--- config.mk ---
export PLATFORM = sky130hd
export DESIGN_NAME = slip_frame_encoder_crc8_top
export DESIGN_NICKNAME = d
export VERILOG_FILES = /design/src/hw/rtl/sfe_pkg.sv /design/src/hw/rtl/sfe_framer.sv /design/src/hw/rtl/sfe_emitter.sv /design/src/hw/rtl/slip_frame_encoder_crc8_top.sv
export SDC_FILE = /design/constraint.sdc
export NUM_CORES = 1
export LEC_CHECK = 0
export BUFFER_PORTS_ARGS = -buffer_cell sky130_fd_sc_hd__clkbuf_2
export CAP_MARGIN = 20
export CORE_MARGIN = 10
export CORE_UTILIZATION = 50
export CTS_CLUSTER_DIAMETER = 80
export DETAILED_ROUTE_END_ITERATION = 10
export GPL_ROUTABILITY_DRIVEN = 0
export HOLD_SLACK_MARGIN = 0.05
export PLACE_DENSITY = 0.69
export SYNTH_ARGS = -nofsm -noshare
export SYNTH_HDL_FRONTEND = slang
export SYNTH_SLANG_ARGS = --single-unit
--- constraint.sdc ---
create_clock -name clk -period 2.79 [get_ports clk]
set_clock_uncertainty 0.15 [all_clocks]
set_input_delay 0.558 -clock clk [delete_from_list [all_inputs] [get_ports clk]]
set_output_delay 0.558 -clock clk [all_outputs]
set_load 0.02 [all_outputs]
--- src/hw/rtl/sfe_pkg.sv ---
// ----------------------------------------------------------------------------
// sfe_pkg
// Shared constants, types and the CRC-8 fold for the SLIP frame encoder.
// ----------------------------------------------------------------------------
package sfe_pkg;

  localparam int BYTE_W = 8;
  localparam int SLOT_W = 4;

  // SLIP framing codes
  localparam logic [BYTE_W-1:0] FEND    = 8'hC0;
  localparam logic [BYTE_W-1:0] FESC    = 8'hDB;
  localparam logic [BYTE_W-1:0] TFEND   = 8'hDC;
  localparam logic [BYTE_W-1:0] TFESC   = 8'hDD;
  localparam logic [BYTE_W-1:0] HDR_PAD = 8'h00;

  // CRC-8, polynomial x^8 + x^2 + x + 1, MSB first
  localparam logic [BYTE_W-1:0] CRC_POLY = 8'h07;
  localparam logic [BYTE_W-1:0] CRC_INIT = 8'h00;

  // One framed item, as handed from the framer to the emitter
  typedef struct packed {
    logic              hdr;      // send the five-byte header first
    logic              data_en;  // send an escaped payload byte
    logic [BYTE_W-1:0] data;
    logic              crc_en;   // send escaped CRC and the closing byte
    logic [BYTE_W-1:0] crc;
  } job_t;

  // Fold one byte into the running CRC, one bit per step
  function automatic logic [BYTE_W-1:0] crc8_fold(input logic [BYTE_W-1:0] crc,
                                                  input logic [BYTE_W-1:0] data);
    logic [BYTE_W-1:0] v;
    v = crc ^ data;
    for (int b = 0; b < BYTE_W; b++) begin
      if (v[BYTE_W-1]) begin
        v = {v[BYTE_W-2:0], 1'b0} ^ CRC_POLY;
      end else begin
        v = {v[BYTE_W-2:0], 1'b0};
      end
    end
    return v;
  endfunction

  // True where a byte needs a SLIP escape pair
  function automatic logic needs_escape(input logic [BYTE_W-1:0] b);
    return (b == FEND) || (b == FESC);
  endfunction

endpackage

--- src/hw/rtl/sfe_framer.sv ---
// ----------------------------------------------------------------------------
// sfe_framer
// Input stage: holds the frame state (open flag, running CRC) and registers
// one job per accepted transaction for the emitter.
// ----------------------------------------------------------------------------
module sfe_framer
  import sfe_pkg::*;
(
  input  logic              clk,
  input  logic              rst,
  input  logic              in_valid,
  output logic              in_ready,
  input  logic [BYTE_W-1:0] payload_byte,
  input  logic              last_byte,
  input  logic              empty_frame,
  input  logic              job_pop,
  output logic              job_valid,
  output job_t              job
);

  logic              frame_open;
  logic [BYTE_W-1:0] running_crc;
  logic              frame_open_next;
  logic [BYTE_W-1:0] running_crc_next;
  job_t              job_next;
  logic [BYTE_W-1:0] crc_base;
  logic [BYTE_W-1:0] crc_new;
  logic              accept;

  // Take a new transaction when the job slot is free or emptying
  assign in_ready = !job_valid || job_pop;
  assign accept   = in_valid && in_ready;

  // Fold the payload byte; a new frame starts from the initial value
  assign crc_base = frame_open ? running_crc : CRC_INIT;
  assign crc_new  = crc8_fold(crc_base, payload_byte);

  // Build the job and the next frame state
  always_comb begin
    job_next         = '0;
    frame_open_next  = frame_open;
    running_crc_next = running_crc;
    if (empty_frame) begin
      job_next.hdr     = 1'b1;
      job_next.data_en = 1'b0;
      job_next.data    = payload_byte;
      job_next.crc_en  = 1'b1;
      job_next.crc     = CRC_INIT;
      frame_open_next  = 1'b0;
      running_crc_next = CRC_INIT;
    end else begin
      job_next.hdr     = !frame_open;
      job_next.data_en = 1'b1;
      job_next.data    = payload_byte;
      job_next.crc_en  = last_byte;
      job_next.crc     = crc_new;
      if (last_byte) begin
        frame_open_next  = 1'b0;
        running_crc_next = CRC_INIT;
      end else begin
        frame_open_next  = 1'b1;
        running_crc_next = crc_new;
      end
    end
  end

  // Control state
  always_ff @(posedge clk) begin
    if (rst) begin
      job_valid   <= 1'b0;
      frame_open  <= 1'b0;
      running_crc <= CRC_INIT;
    end else begin
      if (accept) begin
        job_valid   <= 1'b1;
        frame_open  <= frame_open_next;
        running_crc <= running_crc_next;
      end else if (job_pop) begin
        job_valid <= 1'b0;
      end
    end
  end

  // Job payload
  always_ff @(posedge clk) begin
    if (accept) begin
      job <= job_next;
    end
  end

endmodule

--- src/hw/rtl/sfe_emitter.sv ---
// ----------------------------------------------------------------------------
// sfe_emitter
// Walks the current job one line byte per cycle into the output register,
// while unstalled: header, escaped data, escaped CRC and the closing byte.
// ----------------------------------------------------------------------------
module sfe_emitter
  import sfe_pkg::*;
(
  input  logic              clk,
  input  logic              rst,
  input  logic [SLOT_W-1:0] slot_address,
  input  logic              job_valid,
  input  job_t              job,
  output logic              job_pop,
  output logic              out_valid,
  input  logic              out_ready,
  output logic [BYTE_W-1:0] line_byte,
  output logic              run_last,
  output logic              frame_end
);

  typedef enum logic [9:0] {
    PH_HDR0    = 10'b00_0000_0001,
    PH_HDR1    = 10'b00_0000_0010,
    PH_HDR2    = 10'b00_0000_0100,
    PH_HDR3    = 10'b00_0000_1000,
    PH_HDR4    = 10'b00_0001_0000,
    PH_DAT     = 10'b00_0010_0000,
    PH_DAT_ESC = 10'b00_0100_0000,
    PH_CRC     = 10'b00_1000_0000,
    PH_CRC_ESC = 10'b01_0000_0000,
    PH_TAIL    = 10'b10_0000_0000
  } phase_t;

  phase_t            phase;
  phase_t            phase_next;
  phase_t            cur_phase;
  logic              first;
  logic              done;
  logic              load;
  logic [BYTE_W-1:0] byte_val;
  logic              data_esc;
  logic              crc_esc;

  assign load    = job_valid && (!out_valid || out_ready);
  assign job_pop = load && done;

  assign data_esc = needs_escape(job.data);
  assign crc_esc  = needs_escape(job.crc);

  // Pick the entry phase for a fresh job
  always_comb begin
    if (first) begin
      if (job.hdr) begin
        cur_phase = PH_HDR0;
      end else if (job.data_en) begin
        cur_phase = PH_DAT;
      end else begin
        cur_phase = PH_CRC;
      end
    end else begin
      cur_phase = phase;
    end
  end

  // Byte for this phase and where to go next
  always_comb begin
    byte_val   = FEND;
    phase_next = PH_TAIL;
    done       = 1'b0;
    case (cur_phase)
      PH_HDR0: begin
        byte_val   = FEND;
        phase_next = PH_HDR1;
      end
      PH_HDR1: begin
        byte_val   = {{(BYTE_W-SLOT_W){1'b0}}, slot_address};
        phase_next = PH_HDR2;
      end
      PH_HDR2: begin
        byte_val   = HDR_PAD;
        phase_next = PH_HDR3;
      end
      PH_HDR3: begin
        byte_val   = HDR_PAD;
        phase_next = PH_HDR4;
      end
      PH_HDR4: begin
        byte_val   = HDR_PAD;
        phase_next = job.data_en ? PH_DAT : PH_CRC;
      end
      PH_DAT: begin
        byte_val = data_esc ? FESC : job.data;
        if (data_esc) begin
          phase_next = PH_DAT_ESC;
        end else if (job.crc_en) begin
          phase_next = PH_CRC;
        end else begin
          done = 1'b1;
        end
      end
      PH_DAT_ESC: begin
        byte_val = (job.data == FEND) ? TFEND : TFESC;
        if (job.crc_en) begin
          phase_next = PH_CRC;
        end else begin
          done = 1'b1;
        end
      end
      PH_CRC: begin
        byte_val   = crc_esc ? FESC : job.crc;
        phase_next = crc_esc ? PH_CRC_ESC : PH_TAIL;
      end
      PH_CRC_ESC: begin
        byte_val   = (job.crc == FEND) ? TFEND : TFESC;
        phase_next = PH_TAIL;
      end
      PH_TAIL: begin
        byte_val = FEND;
        done     = 1'b1;
      end
      default: begin
        byte_val = FEND;
        done     = 1'b1;
      end
    endcase
  end

  // Sequencer and output valid
  always_ff @(posedge clk) begin
    if (rst) begin
      first     <= 1'b1;
      phase     <= PH_HDR0;
      out_valid <= 1'b0;
    end else begin
      if (load) begin
        first     <= done;
        phase     <= phase_next;
        out_valid <= 1'b1;
      end else if (out_ready) begin
        out_valid <= 1'b0;
      end
    end
  end

  // Output payload; held while the receiver stalls
  always_ff @(posedge clk) begin
    if (load) begin
      line_byte <= byte_val;
      run_last  <= done;
      frame_end <= done && job.crc_en;
    end
  end

endmodule

--- src/hw/rtl/slip_frame_encoder_crc8_top.sv ---
// ----------------------------------------------------------------------------
// slip_frame_encoder_crc8_top
// SLIP response-frame encoder with CRC-8 (poly 0x07, init 0, MSB first).
//
// Input channel (in_valid/in_ready): one payload byte per transaction with
// last_byte marking the end of a frame, or empty_frame for a frame with no
// payload. The first transaction of a frame is preceded by the header C0,
// slot address, 00, 00, 00.
// Output channel (out_valid/out_ready): one line byte per transaction;
// run_last flags the final byte caused by an input transaction and
// frame_end flags the closing C0.
// The first line byte passes the job register, then the output register.
// Throughput: one line byte per cycle while out_ready is high, set by the
// single output register; a transaction yields 1 to 10 line bytes
// (1 for a plain mid-frame byte, 2 for an escaped one).
// A new transaction is accepted in the cycle its predecessor's last byte
// enters the output register.
// Reset clears the frame state (no frame open, CRC zero), the slot address
// and both valid flags. When the receiver stalls the output byte holds and
// the job stage fills, after which in_ready drops.
// cfg_write_en/cfg_write_data load the slot address; write only when idle.
// ----------------------------------------------------------------------------
module slip_frame_encoder_crc8_top
  import sfe_pkg::*;
(
  input  logic              clk,
  input  logic              rst,
  input  logic              cfg_write_en,
  input  logic [SLOT_W-1:0] cfg_write_data,
  input  logic              in_valid,
  output logic              in_ready,
  input  logic [BYTE_W-1:0] payload_byte,
  input  logic              last_byte,
  input  logic              empty_frame,
  output logic              out_valid,
  input  logic              out_ready,
  output logic [BYTE_W-1:0] line_byte,
  output logic              run_last,
  output logic              frame_end
);

  logic [SLOT_W-1:0] slot_address;
  logic              job_valid;
  logic              job_pop;
  job_t              job;

  // Slot address register
  always_ff @(posedge clk) begin
    if (rst) begin
      slot_address <= '0;
    end else if (cfg_write_en) begin
      slot_address <= cfg_write_data;
    end
  end

  sfe_framer u_framer (
    .clk          (clk),
    .rst          (rst),
    .in_valid     (in_valid),
    .in_ready     (in_ready),
    .payload_byte (payload_byte),
    .last_byte    (last_byte),
    .empty_frame  (empty_frame),
    .job_pop      (job_pop),
    .job_valid    (job_valid),
    .job          (job)
  );

  sfe_emitter u_emitter (
    .clk          (clk),
    .rst          (rst),
    .slot_address (slot_address),
    .job_valid    (job_valid),
    .job          (job),
    .job_pop      (job_pop),
    .out_valid    (out_valid),
    .out_ready    (out_ready),
    .line_byte    (line_byte),
    .run_last     (run_last),
    .frame_end    (frame_end)
  );

  // A closing byte is always the end delimiter and ends its transaction
  a_frame_end_last: assert property (@(posedge clk) disable iff (rst)
    out_valid && frame_end |-> run_last && (line_byte == FEND))
    else $error("frame_end without run_last or on a non-delimiter byte");

  // An escape lead is never the last byte of a transaction
  a_esc_not_last: assert property (@(posedge clk) disable iff (rst)
    out_valid && (line_byte == FESC) |-> !run_last)
    else $error("escape lead byte flagged as last");

  // An accepted transaction lands in the job stage
  a_accept_job: assert property (@(posedge clk) disable iff (rst)
    in_valid && in_ready |=> job_valid)
    else $error("accepted transaction lost before the job stage");

  // The job stage only empties through the emitter
  a_pop_needs_job: assert property (@(posedge clk) disable iff (rst)
    job_pop |-> job_valid)
    else $error("job popped while the job stage is empty");

endmodule

==> metrics.csv, run 1 <==
stage,metric,value,unit
layout,fill_cells,491,
yosys,synth_enable_flop_cells,29,
timing,finalSetupTns,-0.170,ns
setup_path,start_kind,register,
die,dieArea,9450,sq um
clock_network,clk_root_buffer_cell,clkbuf_8,
global_route,globalRoute.totalOverflow,0,
pwr,ir_drop,0.276,mV
run_status,outcome,"finished, violations left",
layout,syn_to_final_growth,16.4,%
timing,fin_crit_sh,106,%
yosys,synth_area,2980,sq um
timing,rsz0062_at_grt,yes,
timing,tightestPinTransition,0.781,ns
timing,setup_viol,1,
detailed_routing,ant_nets,0,
clock_network,cts_buffers,5,
global_route,grtUsageTotal,13.4,%
pwr,p_leak,0.00132,uW
yosys,synth_cells,287,
timing,final-hold-violation-count,0,
yosys,synth_async_sr_flop_share,0,%
setup_path,r2r_setup_slack,0.09,ns
setup_path,cp_data_required_time,2.08,ns
timing,postLayoutSetupSlackWorst,-0.170,ns
setup_path,worst_r2r_path_depth,9,
placed_design,numPortBuffers,30,
clock_network,max-clock-path-buffers,2,
layout,layout-drive-gt1-share,29.2,%
global_route,antenna_found_initial,0,
flow_run,drv_cap,0,
timing,max_freq,338,MHz
yosys,ys_warn_count,0,
detailed_routing,first_iter_violations,128,
yosys,ys_ff_latch,55,
global_route,grt_pass1_wl,10.8,mm
detailed_routing,drt_first_pass_iters,4,
worst_hold_path,hp-class,in2reg,
setup_path,cp.arrival,2.25,ns
detailed_routing,drc,0,
layout,stdcell_area,3470,sq um
timing,maxSlewViolCount,0,
detailed_routing,wl,6.60,mm
die,start_util,50.9,%
placed_design,dp_slack,0.0420,ns
global_route,grt_pass1_vias,2194,
placed_design,dpl_cell_area,3190,sq um
clock_network,htree_num_levels,2,
clock_network,clk_latency,0.31,ns
pwr,p_per_area,514,nW/um^2
yosys,ys_types,59,
die,core,5850,sq um
layout,final_nets,350,
yosys,syn_nets,306,
run_status,violations,setup timing,
yosys,avgSynthCellArea,10.4,sq um
setup_path,r2r_start,u_emitter.phase[9],
die,io_pins,31,
setup_path,endpoint_kind,output port,
timing,relSlewSlack,47.2,%
yosys,ys.flop_type,edfxtp_1,
clock_network,ctsHoldBuffers,0,
timing,period_minus_slack,2.96,ns
setup_path,cp_max_fo,5,
setup_path,cp-endpoint,in_ready,
detailed_routing,via_count,2271,
detailed_routing,via_per_inst,5.58,
clock_network,clk_pin_slew,0.10,ns
clock_network,clock_sinks,55,
placed_design,post-dp-hpwl,4.58,mm
die,die_h,97.2,um
yosys,ys_seq_area_share,46.7,%
timing,hold_slack,0.312,ns
setup_path,worstSetupPathType,reg2out,
setup_path,reg2reg_to,u_framer.running_crc[5],
clock_network,cts_tree,built,
global_route,grt_max_degree,31,
layout,antenna_cells,0,
die,die_w,97.2,um
die,std_cell_rows,28,
setup_path,crit_start,u_emitter.phase[9],
detailed_routing,avgRoutedWirePerCell,16.2,um
-- placed cells by master, fill, tap and decap left out, drive strengths merged, types with 3 or more instances in the layout --
| cell type | count |
|---|---|
| dfxtp | 26 |
| mux2i | 4 |
| a31oi | 3 |
| nand2b | 5 |
| nor2 | 23 |
| nor4 | 5 |
| or2 | 3 |
| xor2 | 12 |
| o21ai | 8 |
| buf | 26 |
| nor3 | 8 |
| a211o | 7 |
| a21oi | 18 |
| clkbuf | 35 |
| nand4 | 3 |
| edfxtp | 29 |
| inv | 9 |
| nor4b | 5 |
| nand3 | 15 |
| nand2 | 27 |
| xnor2 | 23 |
-- metrics by stage --
step | std cells | utilization, % | total power (uW)
4_1_cts | 401 | 57.8 | 1770
5_1_grt | 407 | 59.3 | 1850
2_1_floorplan | 287 | - | 1150
6_report | 407 | 59.3 | 1780
3_5_place_dp | 388 | 54.6 | 1220
3_3_place_gp | 388 | 54.6 | 1220
-- power by group --
group	switching [uW]	leakage (uW)	internal, uW
clock	272	0.0000558	272
combinational	163	0.000776	134
sequential	36.5	0.000489	905
total	472	0.00132	1310
-- worst min-delay path by stage --
| stage | cells past startpoint | to | startpoint | slack, ns |
|---|---|---|---|---|
| 2_1_floorplan | 2 | u_emitter.out_valid | u_framer.job_valid | 0.31 |
| 3_3_place_gp | 2 | u_framer.running_crc[0] | u_framer.running_crc[0] | 0.33 |
| 3_5_place_dp | 2 | u_framer.running_crc[0] | u_framer.running_crc[0] | 0.33 |
| 4_1_cts | 1 | u_framer.job[9] | payload_byte[0] | 0.30 |
| 5_1_grt | 1 | u_framer.job[9] | payload_byte[0] | 0.29 |
| 6_report | 1 | u_framer.job[9] | payload_byte[0] | 0.31 |
-- registers in the layout (all words and copies together) (netlist names) --
| name | cells |
|---|---|
| u_emitter.line_byte | 8 |
| u_emitter.out_valid | 1 |
| u_emitter.run_last | 1 |
| slot_address | 4 |
| u_framer.frame_open | 1 |
| u_framer.job | 19 |
| u_emitter.frame_end | 1 |
| u_framer.job_valid | 1 |
| u_emitter.phase | 10 |
| u_emitter.first | 1 |
| u_framer.running_crc | 8 |
-- cell families after synthesis --
group	synth area share [%]
multiplexers	1.72
flip-flops	46.7
AO/OA/AOI/OAI	15.5
AND/OR/NAND/NOR	19.8
buffers and inverters	5.92
XOR/XNOR	10.3
-- worst max-delay path: stages (launching register included) --
cell      delay (ns)
dfxtp_4         0.37
or4_4           0.57
nor2_4          0.20
a32oi_1         0.13
nor4bb_4        0.18
o21a_1          0.21
nand2b_4        0.15
buf_8           0.13
-- layer usage --
metal | share of wire [%] | up-vias | wire [um] | track usage, %
li1 | - | 1131 | - | -
met1 | 43 | 1069 | 2860 | 16.4
met2 | 51 | 57 | 3360 | 22.4
met3 | 3.8 | 14 | 253 | 3.41
met4 | 1.8 | 0 | 122 | 4.09
met5 | 0 | - | 0 | 0
-- cells in the mapped netlist (all sizes together), types with 2 or more instances --
library cell | number | share of area [%]
nor4b | 5 | 1.5
xor2 | 12 | 3.5
nand2b | 5 | 1.0
nor2b | 2 | 0.42
and4b | 2 | 0.76
nor3 | 8 | 1.3
nand3 | 15 | 2.5
a21oi | 18 | 3.7
a221o | 2 | 0.67
a31oi | 3 | 0.63
a32oi | 2 | 0.59
mux2i | 4 | 1.3
a21o | 2 | 0.55
buf | 8 | 2.6
nand4 | 3 | 0.63
nor4 | 5 | 1.0
xnor2 | 23 | 6.8
o21a | 2 | 0.50
clkbuf | 10 | 2.3
inv | 8 | 1.0
nand2 | 27 | 3.4
edfxtp | 29 | 29
or4 | 2 | 0.63
nor4bb | 2 | 0.88
a311o | 2 | 0.67
a211o | 7 | 2.3
nor2 | 23 | 3.1
o21ai | 8 | 1.3
dfxtp | 26 | 17
or2 | 3 | 0.63
and2 | 2 | 0.46
o41ai | 2 | 1.2
-- final cells by class --
type	count	area [sq um]	share of cell area (%)
Clock inverter	2	38.8	1.12
Timing Repair Buffer	55	360	10.4
Inverter	8	30.0	0.866
Multi-Input combinational cell	206	1470	42.4
Clock buffer	6	72.6	2.09
Sequential cell	55	1400	40.4
Tap cell	75	93.8	2.71
-- timing repair --
action	in CTS	in global routing
resized for setup	10	8
setup buffers	5	6
endpoints found under the hold margin	0	0
endpoints found under the setup margin	1	19
pin swaps	8	7
No activity file was read; power rests on OpenSTA's default activity.
==> run 2, diff against run 1 <==
Settings changed: ABC_AREA set to 1.
==> metrics.csv, run 2 <==
stage,metric,value,unit
run_status,outcome,finished clean,
yosys,synth_mux_area_share,0,%
timing,fin_crit_sh,97.2,%
yosys,ys_warn_count,0,
detailed_routing,wl,6.63,mm
setup_path,start_kind,register,
pwr,ir_drop,0.304,mV
setup_path,cp_max_fo,7,
global_route,antenna_found_initial,0,
clock_network,cts_tree,built,
layout,registers.top_by_ff_count,u_framer.job,
clock_network,htree_num_levels,2,
layout,final_nets,411,
pwr,p_per_area,507,nW/um^2
timing,setup_viol,0,
setup_path,endpoint_kind,output port,
timing,period_minus_slack,2.71,ns
yosys,synth_area,2890,sq um
die,die_h,96.0,um
global_route,grtUsageTotal,14.5,%
detailed_routing,avgRoutedWirePerCell,14.3,um
flow_run,drv_cap,0,
detailed_routing,drt_first_pass_iters,4,
clock_network,clock_sinks,55,
die,start_util,52.1,%
die,io_pins,31,
die,die_w,96.0,um
setup_path,worstSetupPathType,reg2out,
timing,final-hold-violation-count,0,
detailed_routing,via_per_inst,5.32,
layout,syn_to_final_growth,21.2,%
detailed_routing,ant_nets,0,
die,std_cell_rows,27,
timing,relSlewSlack,75.5,%
yosys,synth_commonest_cells,"nand2_1 (84), nor2_1 (35), edfxtp_1 (29), nand3_1 (27)",
layout,final_cell_mix,"nand2_1 (71), nor2_1 (31), clkbuf_2 (29), edfxtp_1 (29)",
yosys,synth_xor_area_share,4.25,%
layout,antenna_cells,0,
layout,layout-drive-gt1-share,27.0,%
layout,final_common_cell,nand2_1,
pwr,p_leak,0.00150,uW
detailed_routing,via_count,2472,
placed_design,post-dp-hpwl,4.74,mm
yosys,ys_seq_area_share,48.2,%
timing,rsz0062_at_grt,yes,
detailed_routing,drc,0,
placed_design,numPortBuffers,30,
yosys,synth_enable_flop_cells,29,
clock_network,cts_buffers,5,
clock_network,max-clock-path-buffers,2,
clock_network,clk_root_buffer_cell,clkbuf_8,
yosys,syn_nets,369,
global_route,globalRoute.totalOverflow,0,
yosys,yosys.area_share.simple,31.3,%
clock_network,clk_pin_slew,0.10,ns
yosys,ys_types,35,
setup_path,cp.arrival,2.00,ns
setup_path,cp_data_required_time,2.08,ns
worst_hold_path,hp-class,in2reg,
layout,reg_top3,"u_framer.job: 19 flops, u_emitter.phase: 10 flops",
timing,tightestPinTransition,0.367,ns
global_route,grt_pass1_vias,2378,
yosys,synth_top_area_share,30.2,%
yosys,synth_cells,350,
yosys,synth_area_leaders,"edfxtp_1 (30%), dfxtp_1 (18%), nand2_1 (11%), nand3_1 (4.7%), nor2_1 (4.6%)",
yosys,synth.most_common_cell,nand2_1,
die,core,5540,sq um
yosys,yosys.area_share.adder,0,%
global_route,grt_pass1_wl,10.9,mm
layout,largest_reg_flops,19,
global_route,grt_max_degree,26,
placed_design,dpl_cell_area,3100,sq um
yosys,ys.flop_type,edfxtp_1,
detailed_routing,first_iter_violations,104,
yosys,ys_ff_latch,55,
layout,stdcell_area,3500,sq um
yosys,yosysTopAreaCell,edfxtp_1,
timing,maxSlewViolCount,0,
clock_network,ctsHoldBuffers,0,
yosys,synth_top_family_by_area,simple AND/OR/NAND/NOR gates,
yosys,synth-compound-area-share,9.54,%
yosys,avgSynthCellArea,8.24,sq um
clock_network,clk_latency,0.31,ns
yosys,synth_async_sr_flop_share,0,%
layout,fin_util,63.1,%
die,dieArea,9210,sq um
timing,max_freq,369,MHz
## run 2: layout make-up
| class | instances | area [sq um] |
|---|---|---|
| clock buffer | 6 | 82.6 |
| clock inverter | 2 | 16.3 |
| fill | 480 | 2040 |
| inverter | 32 | 138 |
| multi-input combinational | 251 | 1440 |
| sequential | 55 | 1400 |
| tap | 72 | 90.1 |
| timing repair buffer | 47 | 333 |
## run 2: worst paths after layout
kind | start | to | slack (ns) | cells after the start
max | u_emitter.first | in_ready | 0.08 | 12
max reg2reg | u_framer.job[18] | u_framer.job[16] | 0.39 | 15
min | payload_byte[0] | u_framer.job[9] | 0.29 | 1
min reg2reg | u_framer.running_crc[4] | u_framer.running_crc[4] | 0.32 | 2
## run 2: kinds of logic after synthesis
family                 Yosys count
buffers and inverters           44
XOR/XNOR                        14
AND/OR/NAND/NOR                187
AO/OA/AOI/OAI                   50
flip-flops                      55
## run 2: stage by stage
step / worst slack (ns) / hold slack (ns) / cells / power, uW / setup TNS (ns)
floorplan: 0.256 / 0.289 / 350 / 1170 / 0
global placement: 0.224 / 0.299 / 444 / 1250 / 0
detailed placement: 0.133 / 0.303 / 444 / 1250 / 0
CTS: 0.00238 / 0.292 / 454 / 1720 / 0
global route: -0.0536 / 0.290 / 465 / 1860 / -0.0536
finish: 0.0784 / 0.292 / 465 / 1770 / 0
## run 2: critical path, cell delays in order, from the launching register on
cell	delay (ns)
dfxtp_4	0.43
clkinv_8	0.10
nand2_4	0.08
nand3_4	0.09
nor2_4	0.25
nand3_2	0.15
nand2_1	0.10
nor2_2	0.05
nand3_2	0.09
nand2_4	0.07
nand2_4	0.09
nand2_8	0.06
buf_8	0.13
## run 2: repair_timing
item                                    in CTS  in global routing
resized for setup                            9                 41
setup buffers                                2                 11
pin swaps                                    2                  7
endpoints found under the setup margin       1                  1
## run 2: report_power, final
group | internal, uW | switching, uW | leakage [uW]
combinational | 133 | 211 | 0.000966
sequential | 917 | 44.1 | 0.000484
clock | 203 | 266 | 0.0000474
## run 2: metal layers
metal | vias up | track usage, % | share of wire, %
met5 | - | 0 | 0
met4 | 0 | 3.81 | 1.2
met3 | 11 | 3.42 | 6.8
met2 | 77 | 24.0 | 48
met1 | 1130 | 18.6 | 44
li1 | 1254 | - | -
